--- src/rtl/pee_pkg.sv ---
package pee_pkg;

	localparam logic [7:0] CH_PLUS  = 8'h2B;
	localparam logic [7:0] CH_MINUS = 8'h2D;
	localparam logic [7:0] CH_MUL   = 8'h2A;
	localparam logic [7:0] CH_DIV   = 8'h2F;
	localparam logic [7:0] CH_MOD   = 8'h25;
	localparam logic [7:0] CH_POW   = 8'h5E;
	localparam logic [7:0] CH_ZERO  = 8'd48;
	localparam logic [7:0] CH_NINE  = 8'd57;

	typedef enum logic [1:0] {
		ERR_NONE  = 2'd0,
		ERR_EMPTY = 2'd1,
		ERR_DIV0  = 2'd2,
		ERR_OVF   = 2'd3
	} err_t;

	typedef enum logic [1:0] {
		AOP_DIV = 2'd0,
		AOP_MOD = 2'd1,
		AOP_POW = 2'd2
	} aop_t;

	typedef struct packed {
		logic  start;
		aop_t  op;
		logic [31:0] lhs;
		logic [31:0] rhs;
	} alu_req_t;

	typedef struct packed {
		logic  done;
		logic [31:0] res;
	} alu_rsp_t;

endpackage

--- src/rtl/postfix_expression_evaluator_unit.sv ---
// Digit and separator items are handled in S_IDLE. + - *: two stack reads, one write.
// / and %: 32 bit-serial divide steps on the shared unit; a zero divisor skips the unit.
// ^: one square-and-multiply step per exponent bit; a negative exponent gives a fixed result.
// Item flagged last: S_END pushes, then S_TOP reads the top, before the result register loads.
// The result sits in an output register; the next item is taken while it waits.
// arst_n clears count, number, error and control state; stack RAM is not cleared.
module postfix_expression_evaluator_unit
	import pee_pkg::*;
#(
	parameter int STACK_DEPTH = 16
) (
	input  logic               clk,
	input  logic               arst_n,
	input  logic               in_valid,
	output logic               in_stall,
	input  logic [7:0]         symbol,
	input  logic               last_symbol,
	output logic               out_valid,
	input  logic               out_stall,
	output logic signed [31:0] value,
	output logic [1:0]         error_code
);
	localparam int AW = (STACK_DEPTH > 1) ? $clog2(STACK_DEPTH) : 1;
	localparam int CW = $clog2(STACK_DEPTH + 1);

	typedef enum logic [7:0] {
		S_IDLE = 8'b0000_0001,
		S_RDR  = 8'b0000_0010,
		S_RDL  = 8'b0000_0100,
		S_OP   = 8'b0000_1000,
		S_WAIT = 8'b0001_0000,
		S_END  = 8'b0010_0000,
		S_TOP  = 8'b0100_0000,
		S_OUT  = 8'b1000_0000
	} state_t;

	state_t      state_q;
	logic [CW-1:0] cnt_q;
	logic [31:0] num_q, rhs_q, lhs_q;
	logic        innum_q, last_q;
	err_t        err_q;
	logic [7:0]  op_q;

	logic          we;
	logic [AW-1:0] waddr, raddr;
	logic [31:0]   wdata, rdata;
	alu_req_t      areq;
	alu_rsp_t      arsp;

	pee_ram #(.WIDTH(32), .DEPTH(STACK_DEPTH)) u_stack (
		.clk, .we, .waddr, .wdata, .raddr, .rdata
	);
	pee_alu u_alu (.clk, .arst_n, .req(areq), .rsp(arsp));

	logic is_digit, is_op, accept, full;
	assign is_digit = symbol >= CH_ZERO && symbol <= CH_NINE;
	assign is_op = symbol == CH_PLUS || symbol == CH_MINUS || symbol == CH_MUL
		|| symbol == CH_DIV || symbol == CH_MOD || symbol == CH_POW;
	assign in_stall = state_q != S_IDLE;
	assign accept = in_valid && !in_stall;
	assign full = cnt_q >= CW'(STACK_DEPTH);

	// push logic for an item's pending number
	logic push_now, go_op;
	assign push_now = accept && err_q == ERR_NONE && !is_digit && innum_q && !full;
	assign go_op = accept && err_q == ERR_NONE && !is_digit && !(innum_q && full) && is_op
		&& (cnt_q + CW'(push_now)) >= CW'(2);

	always_comb begin
		we    = 1'b0;
		waddr = cnt_q[AW-1:0];
		wdata = num_q;
		raddr = cnt_q[AW-1:0] - AW'(1);
		if (push_now) we = 1'b1;
		if (state_q == S_END && err_q == ERR_NONE && innum_q && !full) we = 1'b1;
		if (state_q == S_RDR) raddr = cnt_q[AW-1:0] - AW'(2);
		if (state_q == S_OP || (state_q == S_WAIT && arsp.done)) begin
			waddr = cnt_q[AW-1:0];
			wdata = (state_q == S_WAIT) ? arsp.res :
				(op_q == CH_PLUS) ? lhs_q + rdata :
				(op_q == CH_MINUS) ? lhs_q - rdata : lhs_q * rdata;
		end
		if (state_q == S_WAIT && arsp.done) we = 1'b1;
		if (state_q == S_OP && (op_q == CH_PLUS || op_q == CH_MINUS || op_q == CH_MUL))
			we = 1'b1;
		areq.start = state_q == S_OP && !(op_q == CH_PLUS || op_q == CH_MINUS
			|| op_q == CH_MUL) && !((op_q == CH_DIV || op_q == CH_MOD) && rdata == 32'd0);
		areq.op  = (op_q == CH_DIV) ? AOP_DIV : (op_q == CH_MOD) ? AOP_MOD : AOP_POW;
		areq.lhs = lhs_q;
		areq.rhs = rdata;
	end

	always_ff @(posedge clk or negedge arst_n) begin
		if (!arst_n) begin
			state_q   <= S_IDLE;
			cnt_q     <= '0;
			num_q     <= '0;
			innum_q   <= 1'b0;
			err_q     <= ERR_NONE;
			out_valid <= 1'b0;
			last_q    <= 1'b0;
		end else begin
			if (out_valid && !out_stall && state_q != S_OUT) out_valid <= 1'b0;
			case (state_q)
				S_IDLE: begin
					if (accept) begin
						last_q  <= last_symbol;
						op_q    <= symbol;
						state_q <= go_op ? S_RDR : (last_symbol ? S_END : S_IDLE);
						if (err_q == ERR_NONE) begin
							if (is_digit) begin
								num_q <= innum_q ? 32'(num_q * 32'd10) + 32'(symbol - CH_ZERO)
									: 32'(symbol - CH_ZERO);
								innum_q <= 1'b1;
							end else begin
								innum_q <= 1'b0;
								if (innum_q && full) err_q <= ERR_OVF;
								else begin
									if (push_now) cnt_q <= cnt_q + CW'(1);
									if (is_op && !go_op) err_q <= ERR_EMPTY;
								end
							end
						end
					end
				end
				S_RDR: begin
					state_q <= S_RDL;
				end
				S_RDL: begin
					lhs_q   <= rdata;
					cnt_q   <= cnt_q - CW'(2);
					state_q <= S_OP;
				end
				S_OP: begin
					// rdata holds rhs now
					if (op_q == CH_PLUS || op_q == CH_MINUS || op_q == CH_MUL) begin
						cnt_q   <= cnt_q + CW'(1);
						state_q <= last_q ? S_END : S_IDLE;
					end else if ((op_q == CH_DIV || op_q == CH_MOD) && rdata == 32'd0) begin
						err_q   <= ERR_DIV0;
						state_q <= last_q ? S_END : S_IDLE;
					end else state_q <= S_WAIT;
				end
				S_WAIT: begin
					if (arsp.done) begin
						cnt_q   <= cnt_q + CW'(1);
						state_q <= last_q ? S_END : S_IDLE;
					end
				end
				S_END: begin
					if (err_q == ERR_NONE && innum_q) begin
						innum_q <= 1'b0;
						if (full) err_q <= ERR_OVF;
						else cnt_q <= cnt_q + CW'(1);
					end
					state_q <= S_TOP;
				end
				S_TOP: state_q <= S_OUT;
				S_OUT: begin
					if (!out_valid || !out_stall) begin
						out_valid  <= 1'b1;
						error_code <= (err_q == ERR_NONE && cnt_q == '0) ? ERR_EMPTY : err_q;
						value      <= (err_q == ERR_NONE && cnt_q != '0) ? rdata : 32'sd0;
						cnt_q   <= '0;
						num_q   <= '0;
						innum_q <= 1'b0;
						err_q   <= ERR_NONE;
						state_q <= S_IDLE;
					end
				end
				default: state_q <= S_IDLE;
			endcase
		end
	end
endmodule

--- src/rtl/pee_ram.sv ---
module pee_ram #(
	parameter int WIDTH = 32,
	parameter int DEPTH = 16
) (
	input  logic                     clk,
	input  logic                     we,
	input  logic [$clog2(DEPTH)-1:0] waddr,
	input  logic [WIDTH-1:0]         wdata,
	input  logic [$clog2(DEPTH)-1:0] raddr,
	output logic [WIDTH-1:0]         rdata
);
	logic [WIDTH-1:0] mem [DEPTH];

	always_ff @(posedge clk) begin
		if (we) begin
			mem[waddr] <= wdata;
		end
		rdata <= mem[raddr];
	end
endmodule

--- src/rtl/pee_alu.sv ---
module pee_alu
	import pee_pkg::*;
(
	input  logic     clk,
	input  logic     arst_n,
	input  alu_req_t req,
	output alu_rsp_t rsp
);
	// one step per cycle: restoring divide bit, or square-and-multiply bit
	logic        busy_q;
	aop_t        op_q;
	logic [5:0]  cnt_q;
	logic [31:0] a_q;      // dividend shift / base
	logic [31:0] b_q;      // divisor / exponent
	logic [31:0] r_q;      // remainder / accumulator
	logic        neg_q;    // negate result
	logic        fix_q;    // pow result fixed, no iteration
	logic [32:0] trial;
	logic [31:0] l_mag, r_mag;

	assign l_mag = req.lhs[31] ? 32'(-req.lhs) : req.lhs;
	assign r_mag = req.rhs[31] ? 32'(-req.rhs) : req.rhs;
	assign trial = {r_q, a_q[31]} - {1'b0, b_q};

	always_ff @(posedge clk or negedge arst_n) begin
		if (!arst_n) begin
			busy_q   <= 1'b0;
			rsp.done <= 1'b0;
		end else begin
			rsp.done <= busy_q && !req.start &&
				((op_q == AOP_POW) ? (fix_q || b_q == 32'd0) : (cnt_q == 6'd32));
			if (req.start) begin
				busy_q <= 1'b1;
				op_q   <= req.op;
				cnt_q  <= 6'd0;
				if (req.op == AOP_POW) begin
					a_q   <= req.lhs;
					b_q   <= req.rhs;
					neg_q <= 1'b0;
					fix_q <= req.rhs[31];
					// negative exponent: only bases 1 and -1 give a nonzero result
					if (!req.rhs[31] || req.lhs == 32'd1) r_q <= 32'd1;
					else if (req.lhs == 32'hFFFF_FFFF)
						r_q <= req.rhs[0] ? 32'hFFFF_FFFF : 32'd1;
					else r_q <= 32'd0;
				end else begin
					a_q   <= l_mag;
					b_q   <= r_mag;
					r_q   <= 32'd0;
					fix_q <= 1'b0;
					neg_q <= (req.op == AOP_DIV) ? (req.lhs[31] ^ req.rhs[31]) : req.lhs[31];
				end
			end else if (busy_q) begin
				if (op_q == AOP_POW) begin
					if (fix_q || b_q == 32'd0) begin
						busy_q  <= 1'b0;
						rsp.res <= r_q;
					end else begin
						if (b_q[0]) r_q <= r_q * a_q;
						a_q <= a_q * a_q;
						b_q <= b_q >> 1;
					end
				end else if (cnt_q == 6'd32) begin
					busy_q <= 1'b0;
					if (op_q == AOP_DIV) rsp.res <= neg_q ? 32'(-a_q) : a_q;
					else rsp.res <= neg_q ? 32'(-r_q) : r_q;
				end else begin
					cnt_q <= cnt_q + 6'd1;
					if (!trial[32]) begin
						r_q <= trial[31:0];
						a_q <= {a_q[30:0], 1'b1};
					end else begin
						r_q <= {r_q[30:0], a_q[31]};
						a_q <= {a_q[30:0], 1'b0};
					end
				end
			end
		end
	end
endmodule

--- config.mk ---
export PLATFORM = sky130hd
export DESIGN_NAME = postfix_expression_evaluator_unit
export DESIGN_NICKNAME = d
export VERILOG_FILES = /design/src/rtl/pee_pkg.sv /design/src/rtl/postfix_expression_evaluator_unit.sv /design/src/rtl/pee_ram.sv /design/src/rtl/pee_alu.sv
export SDC_FILE = /design/constraint.sdc
export NUM_CORES = 2
export LEC_CHECK = 0
export ABC_AREA = 0
export BUFFER_PORTS_ARGS = -buffer_cell sky130_fd_sc_hd__buf_2
export CAP_MARGIN = 10
export CORE_UTILIZATION = 60
export CTS_BUF_LIST = sky130_fd_sc_hd__clkbuf_16
export DETAILED_ROUTE_END_ITERATION = 6
export GPL_ROUTABILITY_DRIVEN = 0
export HOLD_SLACK_MARGIN = 0.03
export PLACE_DENSITY = 0.77
export SLEW_MARGIN = 20
export SYNTH_ARGS = -nofsm -noshare
export SYNTH_HDL_FRONTEND = slang
export SYNTH_HIERARCHICAL = 1
export SYNTH_SLANG_ARGS = --single-unit
--- constraint.sdc ---
create_clock -name clk -period 17.4 [get_ports clk]
set_clock_uncertainty 0.05 [all_clocks]
set_input_delay 1.74 -clock clk [delete_from_list [all_inputs] [get_ports clk]]
set_output_delay 1.74 -clock clk [all_outputs]
set_load 0.01 [all_outputs]
Word-level counts from Yosys, hierarchy flattened
Memory sizes are Yosys's and may differ from the RTL's. A register that Yosys moved wholly into a read port is not among the register bits.
Cells that the tools add are included.
W data, S select, Z words.
Storage, ports and cells
  register bits: 264
  output and inout port bits: 36
  RAM bits: 512
  memories: 1
Memories
  u_stack.mem: depth 16, bits a word 32, rd ports 1, clocked after Yosys merged registers in 1, wr ports 1, line pee_ram.sv:12  | logic [WIDTH-1:0] mem [DEPTH];
Cells by class
  reductions and logical operators: 77
  eq/ne operators: 46
  mux-type cells: 100
  $lt $le $gt $ge: 4
  bitwise logic cells: 2
  add/sub/neg operators: 15
  multiply operators: 4
Operator list (count)
  $mux W32: 39
  $neg A32 Y32: 4
  $mul A32 B32 Y32: 3
  $eq A8 B6 Y1 const B: 11
  $add A32 B32 Y32: 2
  $logic_not A32 Y1: 2
  $pmux W32 S2: 1
  $pmux W8 S8: 1
  $mux W5: 10
  $mux W6: 8
  $sub A33 B32 Y33: 1
  $eq A32 B1 Y1 const B: 1
  $eq A32 B32 Y1 const B: 1
  $mul A32 B3 Y31 const B: 1
  $sub A32 B32 Y32: 1
  $pmux W5 S6: 1
  $logic_and A1 B1 Y1: 26
  $mux W2: 12
  $mux W8: 3
  $mux W1: 22
  $ne A2 B2 Y1 const B: 11
  $reduce_and A5 Y1: 4
  $eq A8 B7 Y1 const B: 2
  $logic_or A1 B1 Y1: 12
  43 further kinds: 69

Longest topological paths before layout
  depth after elaboration: 18
  depth in mapped cells: 32

Modules after synthesis
Netlist, hierarchy kept.
By module, submodules not included
  pee_alu: seq. area each 4194.0 sq um, times used 1, area each 40132.2 sq um, cells an instance 4438
  postfix_expression_evaluator_unit: seq. area each 3474.6 sq um, times used 1, area each 28124.5 sq um, cells an instance 3236
  pee_ram: seq. area each 16015.4 sq um, times used 1, area each 19835.3 sq um, cells an instance 838

Worst setup path before layout
Ideal clock, no wire load.
  path type: reg2reg
  start: reg lhs_q[11]
  end: mem u_stack.mem[0][31] (data pin)
  arrival time: 7.512 ns
  path slack: 9.544 ns
  buffers on the path: 2
  stages on the path, launching flop included: 28
  cells stage by stage: edfxtp_1 -> clkbuf_1 -> clkbuf_1 -> and2_1 -> fa_1 -> fa_1 -> fa_1 -> inv_1 -> fa_1 -> inv_1 -> fa_1 -> inv_1 -> fa_1 -> inv_1 -> fa_1 -> fa_1 -> ha_1 -> and3_1 -> and2_1 -> nand2_1 -> a21oi_1 -> nor4_1 -> o31ai_1 -> a221o_1 -> a31oi_1 -> xnor2_1 -> o22ai_1 -> o22ai_1
On the way
  word-level cells in the longest chain between the ends: 5
  elaborated cells on any way between the ends: 7
Ends and longest elaborated chain
  start, declared: line postfix_expression_evaluator_unit.sv:39  | logic [31:0] num_q, rhs_q, lhs_q;
  start signal, assigned: line postfix_expression_evaluator_unit.sv:130  | lhs_q <= rdata;
  $mul A32 B32 Y32 or $sub A32 B32 Y32 (tied branches): line postfix_expression_evaluator_unit.sv:81  | (op_q == CH_MINUS) ? lhs_q - rdata : lhs_q * rdata;
  $mux W32: line postfix_expression_evaluator_unit.sv:81
  $mux W32 (*): line postfix_expression_evaluator_unit.sv:80  | (op_q == CH_PLUS) ? lhs_q + rdata :
  $mux W32 (*): line postfix_expression_evaluator_unit.sv:79  | wdata = (state_q == S_WAIT) ? arsp.res :
  $mux W32 (*): line postfix_expression_evaluator_unit.sv:77  | if (state_q == S_OP || (state_q == S_WAIT && arsp.done)) begin
  via wdata[31]: line postfix_expression_evaluator_unit.sv:46  | logic [31:0] wdata, rdata;
  end, declared: line pee_ram.sv:12
The timed path passes the listed nets; every way through them passes the cells marked *.

Worst setup path after layout
  start: reg lhs_q[13]
  end: mem u_stack.mem[12][31] (data pin)
The elaborated chain is that of the path after synthesis.

==> metrics.md <==
| Metric | Value |
|---|---|
| Outcome | `complete, but fails checks` |
| Failing checks | `design-rule violations` |
| M1 wire length | `95000 um` |
| Post-CTS Setup Repair Bufs | `0` |
| # rows | `140` |
| Filler cells | `11000` |
| Final WL | `270000 um` |
| Die area | `148000 um^2` |
| Synthesized area | `88100 um^2` |
| Most common cell after layout, fill and taps aside | `inv_1` |
| Final Max Slew Viols | `0` |
| Hold-fix buffers, CTS | `0` |
| Number of nets in the layout | `10200` |
| Synthesized flop and latch total | `808` |
| Port buffer count | `48` |
| Top Layer Used | `met5` |
| Post-synth EDFFs | `724` |
| Unrepaired setup endpoints after global routing | `no` |
| Most frequent cells in the layout | `1390 x inv_1, 1185 x fa_1, 827 x nand2_1` |
| Final hold vios | `0` |
| Worst-path clk slew | `0.07 ns` |
| Vias per inst | `6.40` |
| Clk Latency, worst-skew pair | `0.71 ns` |
| Final ANT Viol Nets | `0` |
| Root Buffer | `clkbuf_16` |
| # IOs | `49` |
| Post-synthesis sequential area ratio | `26.9%` |
| Synthesized instance count | `8512` |
| First-pass GRT wire length | `412000 um` |
| Core area | `146000 um^2` |
| H-tree levels | `3` |
| Worst Setup Start Kind | `flop` |
| Iter 0 DRT Violations | `8014` |
| Crit Path Class | `flop to flop` |
| TritonRoute pass-1 iters | `7` |
| Ys Warns | `6` |
| Setup TNS | `0 ns` |
| Crit path required time | `17.67 ns` |
| WL/cell | `26.0 um` |
| WL met2 | `119000 um` |
| Crit path max fanout | `24` |
| HP Class | `flop to flop` |
| Area delta synth->final | `6.27%` |
| Metal3 WL | `36200 um` |
| Total track usage | `37.0%` |
| Initial antenna violation count | `26` |
| Max frequency | `105 MHz` |
| Final HPWL DP | `189000 um` |
| Final worst path period need | `9.53 ns` |
| Initial core utilization | `60.4%` |
| Slew HR | `10.3%` |
| Largest net degree at the start of global routing | `86` |
| Sink Count | `808` |
| Dominant synthesized flop cell | `edfxtp_1` |
| Syn nets | `10300` |
| Final setup violation count | `0` |
| CTS Buf Count | `82` |
| Post-cts sizing count | `0` |
| Layout cell share with drive strength beyond 1 | `7.19%` |
| Synth cell types | `107` |
| CP Capture Type | `flop` |
| Max_cap viols | `0` |
| Mapped Avg Cell Area | `10.3 um^2` |
| Die Ht | `385 um` |
| Die Width | `385 um` |
| Via count | `66500` |
| Final Cycle Share | `54.7%` |
| Post-route DRC | `2` |
| Maximum clock path buffer count | `3` |
| Vias in the first global route | `69300` |
| Async SR Flop Fraction | `6.44%` |
| Global route overflow | `0` |
| Actual slew at the worst max-slew pin | `1.34 ns` |
| TritonCTS clock tree | `yes` |
| Crit path DAT | `9.80 ns` |
## cells by family (layout without fill, tap and decap cells)
group	after synthesis	count (layout)	synth area share (%)
AO/OA/AOI/OAI	1155	1155	8.66
XOR/XNOR	431	431	4.30
adder cells (fa/ha/maj)	1762	1762	35.1
buffers and inverters	1828	1777	7.87
flip-flops	808	808	26.9
multiplexers	185	185	3.93
other	0	15	0
AND/OR/NAND/NOR	2343	2343	13.2
## flip-flops by register name (all words and copies together), names as in the netlist, 5 cells and up
register	count
u_stack/mem	512
cnt_q	5
u_alu/cnt_q	6
u_alu/rsp	33
state_q	8
op_q	8
u_alu/r_q	32
u_stack/rdata	32
u_alu/a_q	32
value	32
u_alu/b_q	32
num_q	32
lhs_q	32
## metal layers
metal | track usage (%) | up-vias
li1 | - | 27700
met1 | 47.1 | 33000
met2 | 55.8 | 4678
met3 | 11.1 | 1167
met4 | 22.6 | 14
met5 | 0.682 | -
## through the flow
| step | hold slack [ns] | instance area (um^2) | worst slack (ns) | util [%] | cells |
|---|---|---|---|---|---|
| after floorplan | 0.415 | 88100 | 9.54 | - | 8512 |
| after global placement | 0.446 | 90600 | 8.65 | 62.2 | 10200 |
| after detailed placement | 0.458 | 90700 | 8.44 | 62.2 | 10200 |
| after CTS | 0.472 | 93500 | 8.31 | 64.2 | 10400 |
| after global routing | 0.510 | 93600 | 7.80 | 64.2 | 10400 |
| final | 0.479 | 93600 | 7.87 | 64.2 | 10400 |
## worst paths after layout
kind / start / end / slack, ns / cells after the start
min in group asynchronous: arst_n / err_q[0]$_DFFE_PN0P_ / 1.36 / 2
worst min-delay path: num_q[29]$_DFFE_PN0P_ / num_q[29]$_DFFE_PN0P_ / 0.48 / 2
max in group asynchronous: arst_n / num_q[19]$_DFFE_PN0P_ / 15.35 / 2
worst max register to register: lhs_q[13]$_DFFE_PP_ / u_stack/mem[12][31]$_DFFE_PP_ / 7.87 / 25
worst max-delay path: lhs_q[13]$_DFFE_PP_ / u_stack/mem[12][31]$_DFFE_PP_ / 7.87 / 25
worst min register to register: num_q[29]$_DFFE_PN0P_ / num_q[29]$_DFFE_PN0P_ / 0.48 / 2
## worst max-delay path, cell delays in order, from the launching register on
cell and delay [ns]:
edfxtp_1 1.12, and2_1 0.28, fa_1 0.43, fa_1 0.49
fa_1 0.53, inv_1 0.05, fa_1 0.47, inv_1 0.06
fa_1 0.51, inv_1 0.06, fa_1 0.55, inv_1 0.06
fa_1 0.51, fa_1 0.43, ha_1 0.41, and3_1 0.21
and2_1 0.15, nand2_1 0.09, a21oi_1 0.19, nor4_1 0.09
o31ai_1 0.72, a221o_1 0.33, a31oi_1 0.12, xnor2_1 0.24
o22ai_1 0.15, o22ai_1 0.84
## area by class of cell
type / count / area [um^2] / share of cell area (%)
Antenna cell: 15 / 37.5 / 0.0401
Clock buffer: 84 / 2100 / 2.25
Clock inverter: 69 / 751 / 0.802
Inverter: 1389 / 5210 / 5.57
Multi-Input combinational cell: 5876 / 57800 / 61.7
Sequential cell: 808 / 23700 / 25.3
Tap cell: 1917 / 2400 / 2.56
Timing Repair Buffer: 235 / 1660 / 1.77
## synth_stat cells, drive strengths merged, types with 51 or more instances
cell type,number,share of area [%]
nor4,78,0.55
dfrtp,51,1.4
xor2,141,1.4
nand3,55,0.31
edfxtp,724,25
clkbuf,389,1.7
mux4,128,3.3
xnor2,289,2.9
a21o,89,0.76
nor3,84,0.48
a22oi,77,0.66
and2,697,4.9
nand2,828,3.5
ha,577,8.2
o21ai,235,1.3
inv,1382,5.9
nor2,359,1.5
fa,1185,27
a21oi,299,1.7
Power is left out: the tool's default activity adds up to more than one toggle a clock period on the data nets, which glitch-free logic cannot reach.
